[config.mk]
export PLATFORM = sky130hd
export DESIGN_NAME = source_route_forward_decider_core
export DESIGN_NICKNAME = d
export VERILOG_FILES = /design/src/rtl/srfd_pkg.sv /design/src/rtl/srfd_parser.sv /design/src/rtl/srfd_decide.sv /design/src/rtl/source_route_forward_decider_core.sv
export SDC_FILE = /design/constraint.sdc
export NUM_CORES = 1
export LEC_CHECK = 0
export BUFFER_PORTS_ARGS = -buffer_cell sky130_fd_sc_hd__buf_2
export CORE_MARGIN = 10
export CORE_UTILIZATION = 35
export DETAILED_ROUTE_END_ITERATION = 10
export GPL_TIMING_DRIVEN = 0
export HOLD_SLACK_MARGIN = 0.12
export PLACE_DENSITY = 0.52
export SLEW_MARGIN = 20
export SYNTH_ARGS = -nofsm -noshare
export SYNTH_HDL_FRONTEND = slang
export SYNTH_SLANG_ARGS = --single-unit
[constraint.sdc]
create_clock -name clk -period 12.5 [get_ports clk]
set_input_delay 0.625 -clock clk [delete_from_list [all_inputs] [get_ports clk]]
set_output_delay 0.625 -clock clk [all_outputs]
set_load 0.01 [all_outputs]
[src/rtl/srfd_pkg.sv]
// shared types and constants for the source-route forward decider
// no dependencies; used by srfd_parser, srfd_decide and the top level
package srfd_pkg;

    localparam int MAX_PAYLOAD_DEF = 25;
    localparam int MAX_HOPS_DEF    = 10;

    localparam int          HEADER_BYTES = 8;
    localparam logic [7:0]  FRAME_TYPE   = 8'h11;
    localparam int          ADDR_W       = 16;
    localparam int          BYTE_W       = 8;
    localparam int          LEN_W        = 10;
    localparam int          CFG_IDX_W    = 1;
    localparam int          VERDICT_W    = 3;

    localparam logic [CFG_IDX_W-1:0] REG_NODE_ADDRESS    = 1'd0;
    localparam logic [CFG_IDX_W-1:0] REG_DELIVER_ENABLED = 1'd1;

    localparam logic [2:0] HDR_TYPE      = 3'd0;
    localparam logic [2:0] HDR_DEST_HI   = 3'd1;
    localparam logic [2:0] HDR_DEST_LO   = 3'd2;
    localparam logic [2:0] HDR_SRC_HI    = 3'd3;
    localparam logic [2:0] HDR_SRC_LO    = 3'd4;
    localparam logic [2:0] HDR_ID        = 3'd5;
    localparam logic [2:0] HDR_PAY_LEN   = 3'd6;
    localparam logic [2:0] HDR_ROUTE_LEN = 3'd7;

    typedef enum logic [VERDICT_W-1:0] {
        VERDICT_TOO_SHORT  = 3'd0,
        VERDICT_WRONG_TYPE = 3'd1,
        VERDICT_LEN_ERROR  = 3'd2,
        VERDICT_DELIVER    = 3'd3,
        VERDICT_FORWARD    = 3'd4,
        VERDICT_NO_ROUTE   = 3'd5
    } verdict_t;

    // frame summary after the current byte, handed from parser to decision logic
    typedef struct packed {
        logic                is_short;
        logic                type_ok;
        logic                len_ok;
        logic                dest_here;
        logic                match_seen;
        logic                match_last;
        logic                route_nonempty;
        logic [ADDR_W-1:0]   dest;
        logic [ADDR_W-1:0]   source;
        logic [BYTE_W-1:0]   id;
        logic [BYTE_W-1:0]   pay_len;
        logic [ADDR_W-1:0]   first_hop;
        logic [ADDR_W-1:0]   hop_after_match;
    } frame_sum_t;

    typedef struct packed {
        verdict_t            verdict;
        logic [ADDR_W-1:0]   next_hop;
        logic [ADDR_W-1:0]   first_hop;
    } decision_t;

endpackage

[src/rtl/srfd_parser.sv]
// byte-wise frame parser: header fields, length tracking and route hop scan
// depends on srfd_pkg
module srfd_parser #(
    parameter int MAX_PAYLOAD = srfd_pkg::MAX_PAYLOAD_DEF,
    parameter int MAX_HOPS    = srfd_pkg::MAX_HOPS_DEF
) (
    input  logic                         clk,
    input  logic                         rst_n,
    input  logic                         advance,
    input  logic [srfd_pkg::BYTE_W-1:0]  byte_in,
    input  logic                         last_in,
    input  logic [srfd_pkg::ADDR_W-1:0]  node_address,
    output srfd_pkg::frame_sum_t         summary
);

    localparam int MAX_FRAME = srfd_pkg::HEADER_BYTES + MAX_PAYLOAD + 2 * MAX_HOPS;
    localparam int POS_W     = $clog2(MAX_FRAME + 1);
    localparam int HOP_W     = $clog2(MAX_HOPS + 1);
    localparam int LW        = srfd_pkg::LEN_W;
    localparam int AW        = srfd_pkg::ADDR_W;
    localparam int BW        = srfd_pkg::BYTE_W;

    logic [POS_W-1:0] pos_reg, pos_next;
    logic             too_long_reg, too_long_next;
    logic [BW-1:0]    type_reg, type_next;
    logic [AW-1:0]    dest_reg, dest_next;
    logic [AW-1:0]    src_reg, src_next;
    logic [BW-1:0]    id_reg, id_next;
    logic [BW-1:0]    plen_reg, plen_next;
    logic [BW-1:0]    rlen_reg, rlen_next;
    logic [BW-1:0]    hop_hi_reg, hop_hi_next;
    logic             match_reg, match_next;
    logic [HOP_W-1:0] midx_reg, midx_next;
    logic [AW-1:0]    after_reg, after_next;
    logic [AW-1:0]    first_reg, first_next;

    logic [LW-1:0]    q_off;
    logic [LW-1:0]    r_off;
    logic [LW-1:0]    hop_idx;
    logic [AW-1:0]    hop_word;
    logic [LW-1:0]    len_sum;

    always_comb
    begin
        pos_next      = pos_reg;
        too_long_next = too_long_reg;
        type_next     = type_reg;
        dest_next     = dest_reg;
        src_next      = src_reg;
        id_next       = id_reg;
        plen_next     = plen_reg;
        rlen_next     = rlen_reg;
        hop_hi_next   = hop_hi_reg;
        match_next    = match_reg;
        midx_next     = midx_reg;
        after_next    = after_reg;
        first_next    = first_reg;

        q_off    = LW'(pos_reg) - LW'(srfd_pkg::HEADER_BYTES);
        r_off    = q_off - LW'(plen_reg);
        hop_idx  = r_off >> 1;
        hop_word = {hop_hi_reg, byte_in};

        if (!too_long_reg)
        begin
            if (pos_reg >= POS_W'(MAX_FRAME))
            begin
                too_long_next = 1'b1;
            end
            else
            begin
                pos_next = pos_reg + POS_W'(1);
                if (pos_reg < POS_W'(srfd_pkg::HEADER_BYTES))
                begin
                    case (pos_reg[2:0])
                        srfd_pkg::HDR_TYPE:      type_next = byte_in;
                        srfd_pkg::HDR_DEST_HI:   dest_next = {byte_in, dest_reg[BW-1:0]};
                        srfd_pkg::HDR_DEST_LO:   dest_next = {dest_reg[AW-1:BW], byte_in};
                        srfd_pkg::HDR_SRC_HI:    src_next  = {byte_in, src_reg[BW-1:0]};
                        srfd_pkg::HDR_SRC_LO:    src_next  = {src_reg[AW-1:BW], byte_in};
                        srfd_pkg::HDR_ID:        id_next   = byte_in;
                        srfd_pkg::HDR_PAY_LEN:   plen_next = byte_in;
                        srfd_pkg::HDR_ROUTE_LEN: rlen_next = byte_in;
                        default:                 type_next = type_reg;
                    endcase
                end
                else if (q_off >= LW'(plen_reg))
                begin
                    if (!r_off[0])
                    begin
                        hop_hi_next = byte_in;
                    end
                    else if (hop_idx < LW'(rlen_reg) && hop_idx < LW'(MAX_HOPS))
                    begin
                        if (hop_idx == '0)
                            first_next = hop_word;
                        if (match_reg && (LW'(midx_reg) + LW'(1) == hop_idx))
                            after_next = hop_word;
                        if (hop_word == node_address)
                        begin
                            match_next = 1'b1;
                            midx_next  = hop_idx[HOP_W-1:0];
                        end
                    end
                end
            end
        end
    end

    assign len_sum = LW'(srfd_pkg::HEADER_BYTES) + LW'(plen_next) + (LW'(rlen_next) << 1);

    always_comb
    begin
        summary.is_short       = !too_long_next
                                 && (pos_next < POS_W'(srfd_pkg::HEADER_BYTES));
        summary.type_ok        = (type_next == srfd_pkg::FRAME_TYPE);
        summary.len_ok         = !too_long_next
                                 && (plen_next <= BW'(MAX_PAYLOAD))
                                 && (rlen_next <= BW'(MAX_HOPS))
                                 && (len_sum == LW'(pos_next));
        summary.dest_here      = (dest_next == node_address);
        summary.match_seen     = match_next;
        summary.match_last     = (LW'(midx_next) + LW'(1) == LW'(rlen_next));
        summary.route_nonempty = (rlen_next != '0);
        summary.dest           = dest_next;
        summary.source         = src_next;
        summary.id             = id_next;
        summary.pay_len        = plen_next;
        summary.first_hop      = first_next;
        summary.hop_after_match = after_next;
    end

    always_ff @(posedge clk or negedge rst_n)
    begin
        if (!rst_n)
        begin
            pos_reg      <= '0;
            too_long_reg <= 1'b0;
            type_reg     <= '0;
            dest_reg     <= '0;
            src_reg      <= '0;
            id_reg       <= '0;
            plen_reg     <= '0;
            rlen_reg     <= '0;
            hop_hi_reg   <= '0;
            match_reg    <= 1'b0;
            midx_reg     <= '0;
            after_reg    <= '0;
            first_reg    <= '0;
        end
        else if (advance)
        begin
            if (last_in)
            begin
                // frame done, start clean
                pos_reg      <= '0;
                too_long_reg <= 1'b0;
                type_reg     <= '0;
                dest_reg     <= '0;
                src_reg      <= '0;
                id_reg       <= '0;
                plen_reg     <= '0;
                rlen_reg     <= '0;
                hop_hi_reg   <= '0;
                match_reg    <= 1'b0;
                midx_reg     <= '0;
                after_reg    <= '0;
                first_reg    <= '0;
            end
            else
            begin
                pos_reg      <= pos_next;
                too_long_reg <= too_long_next;
                type_reg     <= type_next;
                dest_reg     <= dest_next;
                src_reg      <= src_next;
                id_reg       <= id_next;
                plen_reg     <= plen_next;
                rlen_reg     <= rlen_next;
                hop_hi_reg   <= hop_hi_next;
                match_reg    <= match_next;
                midx_reg     <= midx_next;
                after_reg    <= after_next;
                first_reg    <= first_next;
            end
        end
    end

endmodule

[src/rtl/srfd_decide.sv]
// verdict and next hop selection from the parsed frame summary
// depends on srfd_pkg
module srfd_decide (
    input  srfd_pkg::frame_sum_t  summary,
    input  logic                  deliver_enabled,
    output srfd_pkg::decision_t   decision
);

    always_comb
    begin
        decision.verdict   = srfd_pkg::VERDICT_NO_ROUTE;
        decision.next_hop  = '0;
        decision.first_hop = '0;
        if (summary.is_short)
        begin
            decision.verdict = srfd_pkg::VERDICT_TOO_SHORT;
        end
        else if (!summary.type_ok)
        begin
            decision.verdict = srfd_pkg::VERDICT_WRONG_TYPE;
        end
        else if (!summary.len_ok)
        begin
            decision.verdict = srfd_pkg::VERDICT_LEN_ERROR;
        end
        else
        begin
            if (summary.route_nonempty)
                decision.first_hop = summary.first_hop;
            if (summary.dest_here && deliver_enabled)
            begin
                decision.verdict = srfd_pkg::VERDICT_DELIVER;
            end
            else if (summary.match_seen)
            begin
                decision.verdict  = srfd_pkg::VERDICT_FORWARD;
                // last route entry forwards straight to the destination
                decision.next_hop = summary.match_last ? summary.dest
                                                       : summary.hop_after_match;
            end
            else
            begin
                decision.verdict = srfd_pkg::VERDICT_NO_ROUTE;
            end
        end
    end

endmodule

[src/rtl/source_route_forward_decider_core.sv]
// Source-route forward decider, top level.
// Frame bytes enter on the input channel (in_valid / in_stall, frame_byte,
// frame_last), header first, one byte per transfer. Each byte lands in an
// input register; the parser updates its header fields, length count and
// route scan from that register, and on the byte flagged frame_last the
// verdict is computed and loaded into the result register.
// One result transfer per frame leaves on the output channel (out_valid /
// out_stall) with verdict, next_hop, first_hop and the header fields.
// Throughput: one byte per clock while in_stall is low. out_valid rises once
// the last byte has left the input register and its result is registered.
// When the receiver stalls, non-final bytes keep flowing; only a final byte
// waits in the input register until the result register is free, and
// in_stall is high for new bytes while it waits.
// Configuration (cfg_en, cfg_index, cfg_data): index 0 node address,
// index 1 deliver enable; write only while no frame is in flight.
// Reset clears the configuration, the parser state and both valid flags.
// depends on srfd_pkg, srfd_parser, srfd_decide
module source_route_forward_decider_core #(
    parameter int MAX_PAYLOAD = srfd_pkg::MAX_PAYLOAD_DEF,
    parameter int MAX_HOPS    = srfd_pkg::MAX_HOPS_DEF
) (
    input  logic                            clk,
    input  logic                            rst_n,
    input  logic                            cfg_en,
    input  logic [srfd_pkg::CFG_IDX_W-1:0]  cfg_index,
    input  logic [srfd_pkg::ADDR_W-1:0]     cfg_data,
    input  logic                            in_valid,
    output logic                            in_stall,
    input  logic [srfd_pkg::BYTE_W-1:0]     frame_byte,
    input  logic                            frame_last,
    output logic                            out_valid,
    input  logic                            out_stall,
    output logic [srfd_pkg::VERDICT_W-1:0]  verdict,
    output logic [srfd_pkg::ADDR_W-1:0]     next_hop,
    output logic [srfd_pkg::ADDR_W-1:0]     first_hop,
    output logic [srfd_pkg::ADDR_W-1:0]     origin_address,
    output logic [srfd_pkg::BYTE_W-1:0]     frame_id,
    output logic [srfd_pkg::BYTE_W-1:0]     payload_length
);

    logic [srfd_pkg::ADDR_W-1:0]    node_reg;
    logic                           deliver_reg;

    logic                           in_valid_reg, in_valid_next;
    logic [srfd_pkg::BYTE_W-1:0]    byte_reg;
    logic                           last_reg;

    logic                           out_valid_reg, out_valid_next;
    logic [srfd_pkg::VERDICT_W-1:0] verdict_reg;
    logic [srfd_pkg::ADDR_W-1:0]    next_hop_reg;
    logic [srfd_pkg::ADDR_W-1:0]    first_hop_reg;
    logic [srfd_pkg::ADDR_W-1:0]    origin_reg;
    logic [srfd_pkg::BYTE_W-1:0]    id_reg;
    logic [srfd_pkg::BYTE_W-1:0]    plen_reg;

    logic                           advance;
    logic                           emit;
    logic                           in_take;
    srfd_pkg::frame_sum_t           summary;
    srfd_pkg::decision_t            decision;

    // a final byte needs a free result slot, other bytes always move
    assign advance  = in_valid_reg && (!last_reg || !out_valid_reg || !out_stall);
    assign emit     = advance && last_reg;
    assign in_stall = in_valid_reg && !advance;
    assign in_take  = in_valid && !in_stall;

    always_comb
    begin
        in_valid_next = in_valid_reg;
        if (in_take)
            in_valid_next = 1'b1;
        else if (advance)
            in_valid_next = 1'b0;
    end

    always_comb
    begin
        out_valid_next = out_valid_reg;
        if (emit)
            out_valid_next = 1'b1;
        else if (out_valid_reg && !out_stall)
            out_valid_next = 1'b0;
    end

    srfd_parser #(
        .MAX_PAYLOAD (MAX_PAYLOAD),
        .MAX_HOPS    (MAX_HOPS)
    ) u_parser (
        .clk          (clk),
        .rst_n        (rst_n),
        .advance      (advance),
        .byte_in      (byte_reg),
        .last_in      (last_reg),
        .node_address (node_reg),
        .summary      (summary)
    );

    srfd_decide u_decide (
        .summary         (summary),
        .deliver_enabled (deliver_reg),
        .decision        (decision)
    );

    always_ff @(posedge clk or negedge rst_n)
    begin
        if (!rst_n)
        begin
            node_reg    <= '0;
            deliver_reg <= 1'b0;
        end
        else if (cfg_en)
        begin
            case (cfg_index)
                srfd_pkg::REG_NODE_ADDRESS:    node_reg    <= cfg_data;
                srfd_pkg::REG_DELIVER_ENABLED: deliver_reg <= cfg_data[0];
                default:                       node_reg    <= node_reg;
            endcase
        end
    end

    always_ff @(posedge clk or negedge rst_n)
    begin
        if (!rst_n)
        begin
            in_valid_reg  <= 1'b0;
            out_valid_reg <= 1'b0;
        end
        else
        begin
            in_valid_reg  <= in_valid_next;
            out_valid_reg <= out_valid_next;
        end
    end

    always_ff @(posedge clk)
    begin
        if (in_take)
        begin
            byte_reg <= frame_byte;
            last_reg <= frame_last;
        end
    end

    always_ff @(posedge clk)
    begin
        if (emit)
        begin
            verdict_reg   <= decision.verdict;
            next_hop_reg  <= decision.next_hop;
            first_hop_reg <= decision.first_hop;
            origin_reg    <= summary.source;
            id_reg        <= summary.id;
            plen_reg      <= summary.pay_len;
        end
    end

    assign out_valid      = out_valid_reg;
    assign verdict        = verdict_reg;
    assign next_hop       = next_hop_reg;
    assign first_hop      = first_hop_reg;
    assign origin_address = origin_reg;
    assign frame_id       = id_reg;
    assign payload_length = plen_reg;

endmodule
After elaboration in Yosys (flattened, before gate mapping)
Index checks and enable logic that the tools add are counted.
{ "totals": {"out_inout_bits": 69, "ff_bits": 211, "inputBits": 31} }
{ "classes": {"n_lt_le_gt_ge": 8, "add_sub_neg": 7, "n_eq_ne": 17, "muxes": 83, "bitwise": 5, "n_reduce_logical": 33} }
{ "ops": {"columns": ["operator", "count"], "rows": [
  ["$mux 16", 25],
  ["$mux 8", 26],
  ["$pmux 16 s2", 2],
  ["$eq 16x16->1", 2],
  ["$mux 4", 8],
  ["$mux 6", 3],
  ["$mux 1", 17],
  ["$eq 3x3->1 const B", 4],
  ["$logic_and 1x1->1", 12],
  ["$lt 6x4->1 const B", 2],
  ["$add 10x9->10", 1],
  ["$add 4x1->5 const B", 2],
  ["$eq 10x6->1", 1],
  ["$eq 10x8->1", 1],
  ["$eq 10x9->1", 1],
  ["$ge 10x8->1", 1],
  ["$logic_not 10->1", 1],
  ["$sub 10x8->10", 1],
  ["$add 4x8->9 const A", 1],
  ["$lt 9x4->1 const B", 1],
  ["$lt 9x8->1", 1],
  ["$eq 8x5->1 const B", 1],
  ["$le 8x4->1 const B", 1],
  ["$le 8x5->1 const B", 1],
  ["other kinds (18)", 37]
]} }

Logic depth before layout (Yosys ltp)
{ "depth": {"ltp_word": 14, "mapped_depth": 24, "mapped_depth_nobuf": 21} }

Hierarchy
From an unflattened synthesis, not the netlist that was laid out.
{ "unflattened": {"hier_cells": 962, "area_unflattened_um2": 11250.8} }
{ "modules_own_cells": {"columns": ["mod", "cells_per_inst", "area_per_inst_um2", "n_inst"], "rows": [
  ["srfd_parser", 774, 7693.6, 1],
  ["source_route_forward_decider_core", 126, 3084.2, 1],
  ["srfd_decide", 62, 473.0, 1]
]} }

Worst setup path after synthesis
No wires, ideal clock.
{ "synth_path": {"path_kind": "register -> register", "start": "register u_parser.pos_reg[4]", "end": "register next_hop_reg (netlist bit next_hop[10]) (data pin)", "synth_period_minus_slack_ns": 5.528, "arrival_ns": 5.259, "path_slack_ns": 6.972, "required_ns": 12.231, "path_stages_with_launch": 24, "path_cell_list": "dfrtp_1 clkbuf_1 inv_1 ha_1 inv_1 ha_1 nor2b_1 o31a_1 o31ai_1 xnor2_1 ha_1 a21oi_1 o311a_1 o2111ai_2 nor3_1 buf_2 mux2_2 ha_1 xnor2_1 xor2_1 a2111oi_4 o21a_1 buf_2 a221oi_2"} }
{ "synth_via": {"elab_chain_cells": 13} }
{ "synth_rtl": {"columns": ["item", "line", "rtl"], "rows": [
  ["start, declared", "srfd_parser.sv:23", "logic [POS_W-1:0] pos_reg, pos_next;"],
  ["start signal, assigned", "srfd_parser.sv:172", "pos_reg <= pos_next;"],
  ["$sub 6x4->7", "srfd_parser.sv:59", "q_off = LW'(pos_reg) - LW'(srfd_pkg::HEADER_BYTES);"],
  ["$sub 10x8->10", "srfd_parser.sv:60", "r_off = q_off - LW'(plen_reg);"],
  ["$lt 9x8->1 or $lt 9x4->1 (tied branches)", "srfd_parser.sv:93", "else if (hop_idx < LW'(rlen_reg) && hop_idx < LW'(MAX_HOPS))"],
  ["$logic_and 1x1->1", "srfd_parser.sv:93", null],
  ["$mux 4", "srfd_parser.sv:93", null],
  ["$mux 4", "srfd_parser.sv:89", "if (!r_off[0])"],
  ["$mux 4", "srfd_parser.sv:87", "else if (q_off >= LW'(plen_reg))"],
  ["$mux 4", "srfd_parser.sv:73", "if (pos_reg < POS_W'(srfd_pkg::HEADER_BYTES))"],
  ["$mux 4", "srfd_parser.sv:66", "if (pos_reg >= POS_W'(MAX_FRAME))"],
  ["$mux 4", "srfd_parser.sv:64", "if (!too_long_reg)"],
  ["$add 4x1->5", "srfd_parser.sv:123", "summary.match_last = (LW'(midx_next) + LW'(1) == LW'(rlen_next));"],
  ["$eq 10x8->1", "srfd_parser.sv:123", null],
  ["$mux 16", "srfd_decide.sv:38", "decision.next_hop = summary.match_last ? summary.dest"],
  ["end signal, assigned", "source_route_forward_decider_core.sv:150", "next_hop_reg <= decision.next_hop;"],
  ["end, declared", "source_route_forward_decider_core.sv:50", "logic [srfd_pkg::ADDR_W-1:0] next_hop_reg;"]
]} }
Several ways; a longest one is shown, not always the timed one.
A chain may end at the register's enable or synchronous reset.

Final worst setup path
{ "layout_path": {"start": "register u_parser.pos_reg[4]", "end": "register next_hop_reg (netlist bit next_hop[15]) (data pin)"} }
The elaborated chain is that of the path after synthesis.

==> impl_results.md <==
* Syn-to-layout area delta at 18.0%
* Drt wl/cell at approximately 22 microns
* Worst setup margin at 5.87 ns
* Max Clock Freq at roughly 150 MHz
* Crit start category: register
* Flops & latches, synth at about 210
* CTS tree: built
* Post-Route Skew at about 0.024 ns
* Clk buf depth at 3
* Setup TNS at 0 ns
* CTS resizes at 0
* CTS Buf Count at 25
* Netlist cell types at slightly below 80
* Synth Cell Area at about 0.011 sq mm
* DRT Wirelength at 35200 microns
* Crit path time final at between 6 and 7 ns
* Worst min path class: input port to register
* Final Hold Viols at 0
* Clk_lat worst skew at approximately 0.54 ns
* Endpoint type of the worst setup path: register
* CP max stage cell: clkbuf_1
* Critical Path AT at between 6 and 7 ns
* Crit-path max cell delay at approximately 0.41 ns
* Post-Syn Area per Cell at 11.1 sq um
* Most common cell in the synthesized netlist: dfrtp_1
* Worst setup startpoint: u_parser.pos_reg[4]
* Die ar. at roughly 0.04 sq mm
* Gpl congestion at around 0.9
* Clock root buffer: clkbuf_16
* DRC errors left at 0
* Syn_nets at ~1100
* I/O Buffers at 99
* Worst-Margin Slew at 1.19 ns
* Fin crit share at between 50% and 60%
* Top_reg_cell synth: dfrtp_1
* FF-to-FF path depth at 23
* Clock Pin Slew Worst Setup and Hold Paths at approximately 0.060 ns
* Post-synth ARST share at a little under two thirds
* Worst hold path startpoint: frame_byte[6]
* DR vias at slightly below 9000
* Post-Syn Instances at around 1000
* Synth warnings at 0
* Worst Hold Slack at ~0.25 ns
* Via density at ~5.5
* Die Y at between 200 and 250 microns
* FP Rows at 65
* RSZ-0062 raised after global routing: false
* Largest driver fanout on the critical path at 10
* Worst vdd ir at around 0.12 mV
* Top area cells in the synthesized netlist: dfrtp_1 30%, edfxtp_1 20%, a22o_1 5.9%
* Global-route usage over all layers at between 10% and 20%
* H-tree lvl count at 1
* Slew Viols, Final at 0
* Grt total ovfl at 0
* Num ports at 100
* Share of layout cells above drive strength 1 at between 10% and 20%
* Pwr dens at 139 mW/mm^2
* Status: completed
* Initial antenna violation count at 0
* Vias in the first global route at approximately 8700
* CP cell instances: clkbuf_1 -> inv_1 -> ha_1 -> ha_1 -> inv_1 -> ha_1 -> a21oi_1 -> o211a_1 -> mux2i_1 -> nor2_1 -> ha_1 -> nor3b_1 -> o2111ai_2 -> nor3_1 -> buf_2 -> mux2_2 -> ha_1 -> xnor2_1 -> xor2_1 -> a2111oi_4 -> o21a_1 -> buf_2 -> a221oi_2
* DR pass1 iterations at 8
* Reg2reg end: next_hop[15]
* Synth top area share at 29.7%
* CP Depth at 23
* Number of synthesized flops with an enable pin at 76
* Core footprint at roughly 0.032 sq mm
* 1st-iter DRT viols at between 600 and 700
* Worst Path Required at between 10 and 15 ns
* First-pass GRT wire length at roughly 54000 microns
* Clk sinks at 211
* Sequential element share of the synthesized area at around half
* R2r startpoint: u_parser.pos_reg[4]
* Leading area contributor after synthesis: dfrtp_1
* Setup WS pre-CTS at about 5.9 ns
* Initial Util at 35.8%
* R2R Setup Slk at 5.87 ns
* P_leak at just under 6 nW
* Post-synth top cells: 135 x dfrtp_1, 77 x nand2_1, 76 x a22o_1, 76 x edfxtp_1, 65 x o21ai_0
* WS Path Type: register to register
* Slew margin rel. at about a fifth
* Delay-heaviest family, CP: compound AO/OA/AOI/OAI gates
* Worst Path Buf+Inv at 5
* Hold Path Depth at 1
* Max Cap Violations at 0
* Post-route ant nets at 0
* Die width at 200 microns
* # diodes at 0
* Largest net degree at the start of global routing at 90
* CP most frequent cell: ha_1
* Worst Setup EP: next_hop[15]
* Final #Nets at about 1200
* HPWL Detailed at roughly 25000 microns
* Final setup fails at 0
-- metal layers --
layer / wire length [microns] / vias to the layer above / track usage, % / part of all wire [%]
met5: 0 / - / 0 / 0
met4: 838 / 0 / 4.31 / 2.4
met3: 2010 / 51 / 2.85 / 5.7
met2: 16300 / 282 / 27.1 / 46
met1: 16000 / 4379 / 23.4 / 46
li1: - / 4072 / - / -
-- how the worst min path moves through the flow --
stage                     slack, ns                     to
after floorplan                0.33            deliver_reg
after global placement         0.46  u_parser.dest_reg[13]
after detailed placement       0.47   u_parser.dest_reg[6]
after CTS                      0.24            byte_reg[6]
after global routing           0.24            byte_reg[6]
final                          0.25            byte_reg[6]
-- power breakdown --
group          total [mW]  leakage (nW)  internal [mW]  switching (mW)
clock network       0.773         0.432          0.474           0.299
logic               0.289          2.79          0.107           0.182
registers           0.797          2.57          0.762          0.0349
total                1.86          5.79           1.34           0.516
-- layout by cell type (no fill, tap or decap), types with 41 or more instances in the layout --
cell,Yosys,final
edfxtp_1,76,76
buf_2,7,105
o21ai_0,65,65
a22o_1,76,76
inv_1,48,48
nand2_1,77,77
xnor2_1,41,41
clkbuf_1,54,58
mux2i_1,41,41
dfrtp_1,135,135
-- layout make-up --
cell class,instances,area [sq um]
well taps,435,544
plain buffers,69,302
fillers,3093,18400
flip-flops and latches,211,5660
repair buffers,104,611
inverters,48,180
multi-input cells,694,5240
clock buffers,35,734
clock inverters,11,149
-- worst register-to-register path, stage by stage (launching register included) --
cell and delay, ns:
dfrtp_1 0.37, clkbuf_1 0.41, inv_1 0.17, ha_1 0.22, ha_1 0.27, inv_1 0.05
ha_1 0.33, a21oi_1 0.19, o211a_1 0.26, mux2i_1 0.28, nor2_1 0.12, ha_1 0.21
nor3b_1 0.34, o2111ai_2 0.28, nor3_1 0.31, buf_2 0.27, mux2_2 0.36, ha_1 0.22
xnor2_1 0.29, xor2_1 0.15, a2111oi_4 0.37, o21a_1 0.41, buf_2 0.37, a221oi_2 0.13
-- logic make-up after synthesis --
kind of cell	share of synthesized area, %
AND/OR/NAND/NOR	10.8
adder cells (fa/ha/maj)	4.20
buffers and inverters	4.24
AO/OA/AOI/OAI	19.3
multiplexers	7.00
XOR/XNOR	4.67
flip-flops	49.8
-- metrics by stage --
stage / power (mW) / std cells / cell area [sq um] / utilization (%)
finish: 1.86 / 1607 / 13400 / 42.2
global route: 1.94 / 1607 / 13400 / 42.2
CTS: 1.88 / 1607 / 13400 / 42.2
detailed placement: 1.10 / 1560 / 12500 / 39.4
global placement: 1.09 / 1556 / 12400 / 39.0
floorplan: 0.989 / 1022 / 11400 / -
-- what timing repair did --
action / in CTS / in global routing
hold endpoints to repair: 46 / 0
setup buffers: 0 / 0
hold buffers: 1 / 0
Power figures use the tool's default switching activity.
